$ cat config.mk
export PLATFORM = sky130hd
export DESIGN_NAME = greedy_line_breaker
export DESIGN_NICKNAME = d
export VERILOG_FILES = /design/src/sv/glb_pkg.sv /design/src/sv/greedy_line_breaker.sv /design/src/sv/glb_ctrl.sv /design/src/sv/glb_dp.sv
export SDC_FILE = /design/constraint.sdc
export NUM_CORES = 1
export LEC_CHECK = 0
export ABC_AREA = 1
export BUFFER_PORTS_ARGS = -buffer_cell sky130_fd_sc_hd__buf_4
export CAP_MARGIN = 20
export CORE_MARGIN = 8
export CORE_UTILIZATION = 45
export CTS_BUF_LIST = sky130_fd_sc_hd__clkbuf_4 sky130_fd_sc_hd__clkbuf_8
export CTS_CLUSTER_DIAMETER = 30
export CTS_CLUSTER_SIZE = 20
export DETAILED_ROUTE_END_ITERATION = 12
export SYNTH_ARGS = -nofsm -noshare
export SYNTH_HDL_FRONTEND = slang
export SYNTH_SLANG_ARGS = --single-unit
$ cat constraint.sdc
create_clock -name clk_i -period 11.05 [get_ports clk_i]
set_input_delay 1.105 -clock clk_i [delete_from_list [all_inputs] [get_ports clk_i]]
set_output_delay 1.105 -clock clk_i [all_outputs]
set_load 0.02 [all_outputs]
$ cat src/sv/glb_pkg.sv
// Shared constants and controller/datapath interface types for the greedy line breaker.
`default_nettype none

package glb_pkg;

  localparam int unsigned CharW       = 8;
  localparam int unsigned LenW        = 6;
  localparam int unsigned PaddrW      = 3;
  localparam int unsigned PdataW      = 32;
  localparam int unsigned BufDepthDef = 64;
  localparam int unsigned MaxLenC     = 62;

  localparam logic [LenW-1:0]  LenRst = 6'd25;
  localparam logic [CharW-1:0] NlChar = 8'h0A;
  localparam logic [CharW-1:0] SpChar = 8'h20;

  typedef struct packed {
    logic load;
    logic rd;
    logic nl;
    logic last;
    logic cnt_inc;
    logic brk_commit;
    logic append;
    logic flush_commit;
  } cmd_t;

  typedef struct packed {
    logic need_break;
    logic brk_end;
    logic fl_end;
    logic slot_free;
    logic flush_req;
  } sts_t;

endpackage

`default_nettype wire

$ cat src/sv/greedy_line_breaker.sv
// Top level of the greedy line breaker: configuration port, controller and datapath.
`default_nettype none

// The block takes one character per item and emits the wrapped text one character per
// output item, with run_last marking the final character caused by an input item. One
// item is worked on at a time. A line break reads the line store once per emitted
// character through its single read port, emitting the cut + 1 characters up to the
// break point, and a flush on a newline or at the end of text emits every buffered
// character. The line width register answers at addresses 0 to 3; writing it clears
// the buffered line. The line store needs no clearing after reset.
module greedy_line_breaker #(
  parameter int unsigned BufferDepth = glb_pkg::BufDepthDef
) (
  input  logic                        clk_i,
  input  logic                        rst_ni,
  input  logic                        in_valid_i,
  output logic                        in_ready_o,
  input  logic [glb_pkg::CharW-1:0]   char_in_i,
  input  logic                        text_end_i,
  output logic                        out_valid_o,
  input  logic                        out_ready_i,
  output logic [glb_pkg::CharW-1:0]   char_out_o,
  output logic                        run_last_o,
  input  logic                        psel,
  input  logic                        penable,
  input  logic                        pwrite,
  input  logic [glb_pkg::PaddrW-1:0]  paddr,
  input  logic [glb_pkg::PdataW-1:0]  pwdata,
  output logic [glb_pkg::PdataW-1:0]  prdata,
  output logic                        pready
);
  import glb_pkg::*;

  cmd_t            cmd;
  sts_t            sts;
  logic            cfg_we;
  logic [LenW-1:0] cfg_len;

  assign pready = 1'b1;
  assign cfg_we = psel && penable && pwrite && !paddr[PaddrW-1];
  assign prdata = paddr[PaddrW-1] ? '0 : PdataW'(cfg_len);

  glb_ctrl u_ctrl (
    .clk_i      (clk_i),
    .rst_ni     (rst_ni),
    .in_valid_i (in_valid_i),
    .in_ready_o (in_ready_o),
    .sts_i      (sts),
    .cmd_o      (cmd)
  );

  glb_dp #(
    .BufferDepth (BufferDepth)
  ) u_dp (
    .clk_i       (clk_i),
    .rst_ni      (rst_ni),
    .cfg_we_i    (cfg_we),
    .cfg_len_i   (pwdata[LenW-1:0]),
    .cfg_len_o   (cfg_len),
    .char_in_i   (char_in_i),
    .text_end_i  (text_end_i),
    .cmd_i       (cmd),
    .sts_o       (sts),
    .out_valid_o (out_valid_o),
    .out_ready_i (out_ready_i),
    .char_out_o  (char_out_o),
    .run_last_o  (run_last_o)
  );

endmodule

`default_nettype wire

$ cat src/sv/glb_ctrl.sv
// Sequencing state machine of the greedy line breaker.
`default_nettype none

module glb_ctrl (
  input  logic          clk_i,
  input  logic          rst_ni,
  input  logic          in_valid_i,
  output logic          in_ready_o,
  input  glb_pkg::sts_t sts_i,
  output glb_pkg::cmd_t cmd_o
);
  import glb_pkg::*;

  typedef enum logic [4:0] {
    StIdle   = 5'b00001,
    StBreak  = 5'b00010,
    StNline  = 5'b00100,
    StAppend = 5'b01000,
    StFlush  = 5'b10000
  } state_e;

  state_e state_q, state_d;

  assign in_ready_o = (state_q == StIdle);

  always_comb begin
    cmd_o   = '0;
    state_d = state_q;
    case (state_q)
      StIdle: begin
        if (in_valid_i) begin
          cmd_o.load = 1'b1;
          state_d    = sts_i.need_break ? StBreak : StAppend;
        end
      end
      StBreak: begin
        if (sts_i.slot_free) begin
          cmd_o.rd      = 1'b1;
          cmd_o.cnt_inc = 1'b1;
          if (sts_i.brk_end) begin
            state_d = StNline;
          end
        end
      end
      StNline: begin
        if (sts_i.slot_free) begin
          cmd_o.nl         = 1'b1;
          cmd_o.last       = !sts_i.flush_req;
          cmd_o.brk_commit = 1'b1;
          state_d          = StAppend;
        end
      end
      StAppend: begin
        cmd_o.append = 1'b1;
        state_d      = sts_i.flush_req ? StFlush : StIdle;
      end
      StFlush: begin
        if (sts_i.slot_free) begin
          cmd_o.rd      = 1'b1;
          cmd_o.last    = sts_i.fl_end;
          cmd_o.cnt_inc = 1'b1;
          if (sts_i.fl_end) begin
            cmd_o.flush_commit = 1'b1;
            state_d            = StIdle;
          end
        end
      end
      default: begin
        state_d = StIdle;
      end
    endcase
  end

  always_ff @(posedge clk_i or negedge rst_ni) begin
    if (!rst_ni) begin
      state_q <= StIdle;
    end else begin
      state_q <= state_d;
    end
  end

endmodule

`default_nettype wire

$ cat src/sv/glb_dp.sv
// Datapath of the greedy line breaker: circular line store, counters and output stages.
`default_nettype none

module glb_dp #(
  parameter int unsigned BufferDepth = glb_pkg::BufDepthDef
) (
  input  logic                       clk_i,
  input  logic                       rst_ni,
  input  logic                       cfg_we_i,
  input  logic [glb_pkg::LenW-1:0]   cfg_len_i,
  output logic [glb_pkg::LenW-1:0]   cfg_len_o,
  input  logic [glb_pkg::CharW-1:0]  char_in_i,
  input  logic                       text_end_i,
  input  glb_pkg::cmd_t              cmd_i,
  output glb_pkg::sts_t              sts_o,
  output logic                       out_valid_o,
  input  logic                       out_ready_i,
  output logic [glb_pkg::CharW-1:0]  char_out_o,
  output logic                       run_last_o
);
  import glb_pkg::*;

  localparam int unsigned AW     = $clog2(BufferDepth);
  localparam int unsigned FW     = AW + 1;
  localparam int unsigned MaxLen = (MaxLenC < BufferDepth) ? MaxLenC : BufferDepth;
  localparam logic [FW-1:0] DepthC = FW'(BufferDepth);

  logic [CharW-1:0] mem [BufferDepth];
  logic [CharW-1:0] rd_q;

  logic [LenW-1:0]  len_q;
  logic [AW-1:0]    head_q;
  logic [FW-1:0]    fill_q;
  logic [AW-1:0]    lsp_q;
  logic [AW-1:0]    cnt_q;
  logic [CharW-1:0] char_q;
  logic             end_q;
  logic             pend_v_q, pend_nl_q, pend_last_q;
  logic             out_v_q, out_last_q;
  logic [CharW-1:0] out_char_q;

  logic [FW-1:0] alen;
  logic [AW-1:0] cut;
  logic [AW-1:0] raddr, waddr, new_head;
  logic          pend_take, push, can_write;

  function automatic logic [AW-1:0] wrap(input logic [FW-1:0] s);
    logic [FW-1:0] r;
    r = (s >= DepthC) ? (s - DepthC) : s;
    return r[AW-1:0];
  endfunction

  always_comb begin
    if (len_q == '0) begin
      alen = FW'(1);
    end else if (int'(len_q) > MaxLen) begin
      alen = FW'(MaxLen);
    end else begin
      alen = FW'(len_q);
    end
  end

  always_comb begin
    logic [FW-1:0] alen_m1;
    logic [FW-1:0] fill_m1;
    alen_m1 = alen - FW'(1);
    fill_m1 = fill_q - FW'(1);
    cut = (lsp_q != '0) ? lsp_q : alen_m1[AW-1:0];
    if ({1'b0, cut} >= fill_q) begin
      cut = fill_m1[AW-1:0];
    end
  end

  assign raddr    = wrap({1'b0, head_q} + {1'b0, cnt_q});
  assign waddr    = wrap({1'b0, head_q} + fill_q);
  assign new_head = wrap({1'b0, head_q} + {1'b0, cut} + FW'(1));

  assign pend_take = pend_v_q && (!out_v_q || out_ready_i);
  assign push      = cmd_i.rd || cmd_i.nl;
  assign can_write = cmd_i.append && (fill_q < DepthC);

  assign sts_o.need_break = (fill_q >= alen);
  assign sts_o.brk_end    = (cnt_q == cut);
  assign sts_o.fl_end     = ({1'b0, cnt_q} == (fill_q - FW'(1)));
  assign sts_o.slot_free  = !pend_v_q || pend_take;
  assign sts_o.flush_req  = (char_q == NlChar) || end_q;

  always_ff @(posedge clk_i) begin
    if (can_write) begin
      mem[waddr] <= char_q;
    end
    if (cmd_i.rd) begin
      rd_q <= mem[raddr];
    end
  end

  always_ff @(posedge clk_i) begin
    if (cmd_i.load) begin
      char_q <= char_in_i;
      end_q  <= text_end_i;
    end
    if (push) begin
      pend_nl_q   <= cmd_i.nl;
      pend_last_q <= cmd_i.last;
    end
    if (pend_take) begin
      out_char_q <= pend_nl_q ? NlChar : rd_q;
      out_last_q <= pend_last_q;
    end
  end

  always_ff @(posedge clk_i or negedge rst_ni) begin
    if (!rst_ni) begin
      len_q    <= LenRst;
      head_q   <= '0;
      fill_q   <= '0;
      lsp_q    <= '0;
      cnt_q    <= '0;
      pend_v_q <= 1'b0;
      out_v_q  <= 1'b0;
    end else begin
      if (cfg_we_i) begin
        len_q  <= cfg_len_i;
        fill_q <= '0;
        lsp_q  <= '0;
      end else if (cmd_i.brk_commit) begin
        head_q <= new_head;
        fill_q <= fill_q - ({1'b0, cut} + FW'(1));
        lsp_q  <= '0;
      end else if (can_write) begin
        fill_q <= fill_q + FW'(1);
        if ((char_q == SpChar) && (fill_q != '0)) begin
          lsp_q <= fill_q[AW-1:0];
        end
      end else if (cmd_i.flush_commit) begin
        head_q <= '0;
        fill_q <= '0;
        lsp_q  <= '0;
      end

      if (cmd_i.load || cmd_i.brk_commit || cmd_i.flush_commit) begin
        cnt_q <= '0;
      end else if (cmd_i.cnt_inc) begin
        cnt_q <= cnt_q + AW'(1);
      end

      if (push) begin
        pend_v_q <= 1'b1;
      end else if (pend_take) begin
        pend_v_q <= 1'b0;
      end

      if (pend_take) begin
        out_v_q <= 1'b1;
      end else if (out_ready_i) begin
        out_v_q <= 1'b0;
      end
    end
  end

  assign cfg_len_o   = len_q;
  assign out_valid_o = out_v_q;
  assign char_out_o  = out_char_q;
  assign run_last_o  = out_last_q;

endmodule

`default_nettype wire

==> impl_metrics.env <==
export IMPL_synth_simple_area_share=0.137
export IMPL_r2r_cells=12
export IMPL_p_int_w=0.00529
export IMPL_worstReg2RegEnd="u_dp.rd_q[7]$_DFFE_PP_"
export IMPL_clock_root_buffer="clkbuf_8"
export IMPL_grt_pass1_wl_um=94200
export IMPL_p_sw_w=0.00362
export IMPL_dp_final_hpwl_um=35800
export IMPL_io_pins=95
export IMPL_worst_ep_arrival_time_ns=5.61
export IMPL_synth_area_leaders="edfxtp_1 64%, nor2_1 6.3%, nand2_1 4.6%"
export IMPL_syn_inst=2157
export IMPL_dpl_worst_slack_ns=6.03
export IMPL_hold_viol=0
export IMPL_nets=2317
export IMPL_path_buf_inv=2
export IMPL_cp_start_kind="flip-flop"
export IMPL_p_clk_frac=0.280
export IMPL_die_x_um=253
export IMPL_die_h_um=253
export IMPL_h_tree_depth=3
export IMPL_async_reset_ff_frac=0.0657
export IMPL_clk_transition_reported_paths_ns=0.06
export IMPL_cts_buffers_inserted=114
export IMPL_synth_cell_types=50
export IMPL_yosysTopAreaCellShare=0.639
export IMPL_synth_top_area_cell="edfxtp_1"
export IMPL_placed_cells=2867
export IMPL_first_global_vias=16446
export IMPL_diodes=0
export IMPL_crit_path_end_kind="flip-flop"
export IMPL_drtAntennaViolNets=0
export IMPL_period_minus_slack_ns=5.07
export IMPL_switching_share=0.406
export IMPL_cts_hold_buffers=0
export IMPL_synth_edff_count=540
export IMPL_synth_top_family_by_area="simple AND/OR/NAND/NOR gates"
export IMPL_crit_family="adder cells"
export IMPL_syn_area_mm2=0.0254
export IMPL_vias=16739
export IMPL_port_buffers=39
export IMPL_powerDensity_mw_per_mm2=308
export IMPL_syn_avg_cell_area_um2=11.8
export IMPL_ir_drop_v=0.000281
export IMPL_overflow=0
export IMPL_worstSkewPairLatency_ns=0.69
export IMPL_combPwrFrac=0.417
export IMPL_drtIter0Drc=1475
export IMPL_wl_per_cell_um=20.0
export IMPL_grt_max_degree=102
export IMPL_cts_resized=0
export IMPL_outcome="completed"
export IMPL_synthMuxAreaShare=0.0252
export IMPL_p_leak_nw=10.6
export IMPL_fp_coreArea_mm2=0.0561
export IMPL_place_congestion=0.850
export IMPL_max_freq_mhz=197
export IMPL_critPathMaxStageDelay_ns=1.41
export IMPL_power_frac_seq=0.303
export IMPL_required_ns=11.59
export IMPL_reg2reg_from="u_dp.cnt_q[0]$_DFFE_PN0P_"
export IMPL_timing_final_ws_setup_ns=5.98
export IMPL_seq_area_frac_synth=0.677
export IMPL_cap_violations=0
export IMPL_cts_max_path_buffers=3
export IMPL_die_area_mm2=0.0643
export IMPL_yosysWarningCount=0
export IMPL_cts_tree="built"
export IMPL_rows=87
export IMPL_drt_pass1_iter_count=5
export IMPL_crit_type="flip-flop to flip-flop"
export IMPL_fin_worst_skew_ns=0.0277
export IMPL_antenna_found_initial=0
export IMPL_worst_slew_pin_transition_ns=1.03
export IMPL_synth_compound_area_frac=0.0898
export IMPL_synthXorXnorAreaFrac=0.00858
export IMPL_maxSlewViolCount=0
export IMPL_vias_per_cell=5.44
export IMPL_setup_viol=0
export IMPL_rsz0062_at_grt="false"
export IMPL_finalCritPeriodShare=0.459
export IMPL_min_path_type="input port to asynchronous set/reset pin"
export IMPL_path_cells="ha_4, fa_4, buf_4, buf_4, o21ai_0, o22ai_1, nand2_1, nand3_1, nand2_1, o21ai_0, nand2_1, nand2_1"
export IMPL_slew_headroom=0.312
export IMPL_rrSetupSlack_ns=5.98
export IMPL_synth_ff_type="edfxtp_1"
export IMPL_cts_sinks=578
export IMPL_cpMostUsedCell="nand2_1"
export IMPL_syn2layout_area_growth_pct=14.1
export IMPL_ys_ff_latch=578
export IMPL_fin_cells=3077
export IMPL_post_cts_buffers=0
export IMPL_synth_fa_ha_area_frac=0.0204
export IMPL_crit_fanout=101
export IMPL_grt_total_usage=0.189
export IMPL_drc=0
export IMPL_total_power_w=0.00891
export IMPL_setup_tns_ns=0
export IMPL_drive_gt1_frac=0.129
export IMPL_initial_core_util=0.453
export IMPL_routed_wl_um=61700
export IMPL_crit_slowest_cell="fa_4"
-- layer usage --
layer / track usage / wire length (µm) / part of all wire / up-vias
li1: - / - / - / 7854
met1: 0.255 / 27100 / 0.44 / 8225
met2: 0.308 / 29200 / 0.47 / 542
met3: 0.0339 / 3630 / 0.059 / 118
met4: 0.0666 / 1790 / 0.029 / 0
met5: 0 / 0 / 0 / -
-- power groups by stage --
| stage | sequential (W) | clock [W] | combinational (W) |
|---|---|---|---|
| global route | 0.00271 | 0.00265 | 0.00413 |
| detailed placement | 0.00274 | 0 | 0.00369 |
| global placement | 0.00274 | 0 | 0.00363 |
| finish | 0.00270 | 0.00250 | 0.00372 |
| CTS | 0.00270 | 0.00254 | 0.00371 |
| floorplan | 0.00277 | 0 | 0.00265 |
-- area by class of cell --
cell class	count	area (µm²)
Fill cell	4872	27100
Timing Repair Buffer	60	450
Multi-Input combinational cell	1370	7300
Inverter	103	392
Tap cell	756	946
Sequential cell	578	17200
Clock inverter	77	957
Clock buffer	133	1750
-- how the worst max path moves through the flow --
stage                                   from                          to  slack (ns)  cells after the start
6_report           u_dp.cnt_q[0]$_DFFE_PN0P_      u_dp.rd_q[7]$_DFFE_PP_        5.98                     12
5_1_grt            u_dp.cnt_q[0]$_DFFE_PN0P_      u_dp.rd_q[7]$_DFFE_PP_        5.67                     12
4_1_cts            u_dp.cnt_q[0]$_DFFE_PN0P_      u_dp.rd_q[3]$_DFFE_PP_        6.02                     12
3_5_place_dp       u_dp.cnt_q[0]$_DFFE_PN0P_      u_dp.rd_q[3]$_DFFE_PP_        6.03                     12
3_3_place_gp       u_dp.cnt_q[0]$_DFFE_PN0P_      u_dp.rd_q[7]$_DFFE_PP_        6.06                     12
2_1_floorplan  u_dp.cfg_len_o[2]$_DFFE_PN0P_  u_dp.fill_q[6]$_DFFE_PN0P_        7.24                     25
-- synthesized netlist by cell type (2+ instances only) --
library cell	number
inv_1	91
nand4_1	10
o21ai_1	7
nand3_1	78
clkbuf_2	2
or2_2	2
o21bai_1	5
buf_1	13
clkbuf_1	38
nor3_1	12
dfrtp_1	34
buf_4	34
a31oi_1	5
nor3b_1	2
a21oi_1	25
o32ai_1	64
inv_2	11
nand3b_1	2
dfstp_2	4
a21boi_0	6
a211oi_1	2
o221ai_1	50
nand2_1	312
edfxtp_1	540
nor2_1	426
buf_2	43
nor4_1	4
xor2_1	15
nor2_4	2
ha_1	35
nand3_2	3
mux2i_1	64
conb_1	2
xnor2_1	8
fa_1	4
o21a_1	2
o21ai_0	165
o31ai_1	2
nand2_2	7
o22ai_1	16
-- worst register-to-register path, cell delays in order, from the launching register on --
cell and delay (ns):
dfrtp_1 0.46, ha_4 0.21, fa_4 1.41, buf_4 0.88, buf_4 0.64, o21ai_0 0.23
o22ai_1 0.24, nand2_1 0.08, nand3_1 0.11, nand2_1 0.06, o21ai_0 0.39, nand2_1 0.13
nand2_1 0.10
-- state kept, by name (all words and copies together), names as in the netlist, 5 cells and up --
name             count
u_dp.head_q          6
u_dp.lsp_q           6
u_dp.cnt_q           6
u_dp.rd_q            8
u_dp.char_q          8
u_dp.mem           512
u_dp.cfg_len_o       6
u_dp.fill_q          7
u_dp.char_out_o      8
u_ctrl.state_q       5
-- cells by family after synthesis --
group / Yosys count
other cells: 2
compound gates: 353
flops: 578
buf+inv: 234
xor+xnor: 24
fa+ha+maj: 39
simple gates: 863
mux: 64
-- cell usage in the layout (no fill, tap or decap), types with 8 or more instances in the layout --
cell type	synthesis	routed
o21ai_0	165	165
o22ai_1	16	16
o32ai_1	64	64
clkinv_1	1	10
bufinv_16	0	20
nand2_1	312	312
nand4_1	10	10
buf_4	34	60
a21oi_1	25	25
clkbuf_4	0	13
xor2_1	15	12
xnor2_1	8	8
nor3_1	12	12
ha_1	35	34
clkinv_2	0	20
clkbuf_8	0	120
nor2_1	426	426
dfrtp_1	34	34
conb_1	2	27
clkinvlp_4	0	18
inv_2	11	10
o221ai_1	50	50
mux2i_1	64	64
edfxtp_1	540	540
inv_1	91	91
nand3_1	78	78
-- through the flow --
stage,hold slack (ns),instance area (µm²),utilization
2_1_floorplan,0.400,25500,-
3_3_place_gp,0.439,26300,0.468
3_5_place_dp,0.468,26300,0.468
4_1_cts,0.351,29000,0.517
5_1_grt,0.391,29000,0.517
6_report,0.396,29000,0.517
Power figures use the tool's default switching activity.
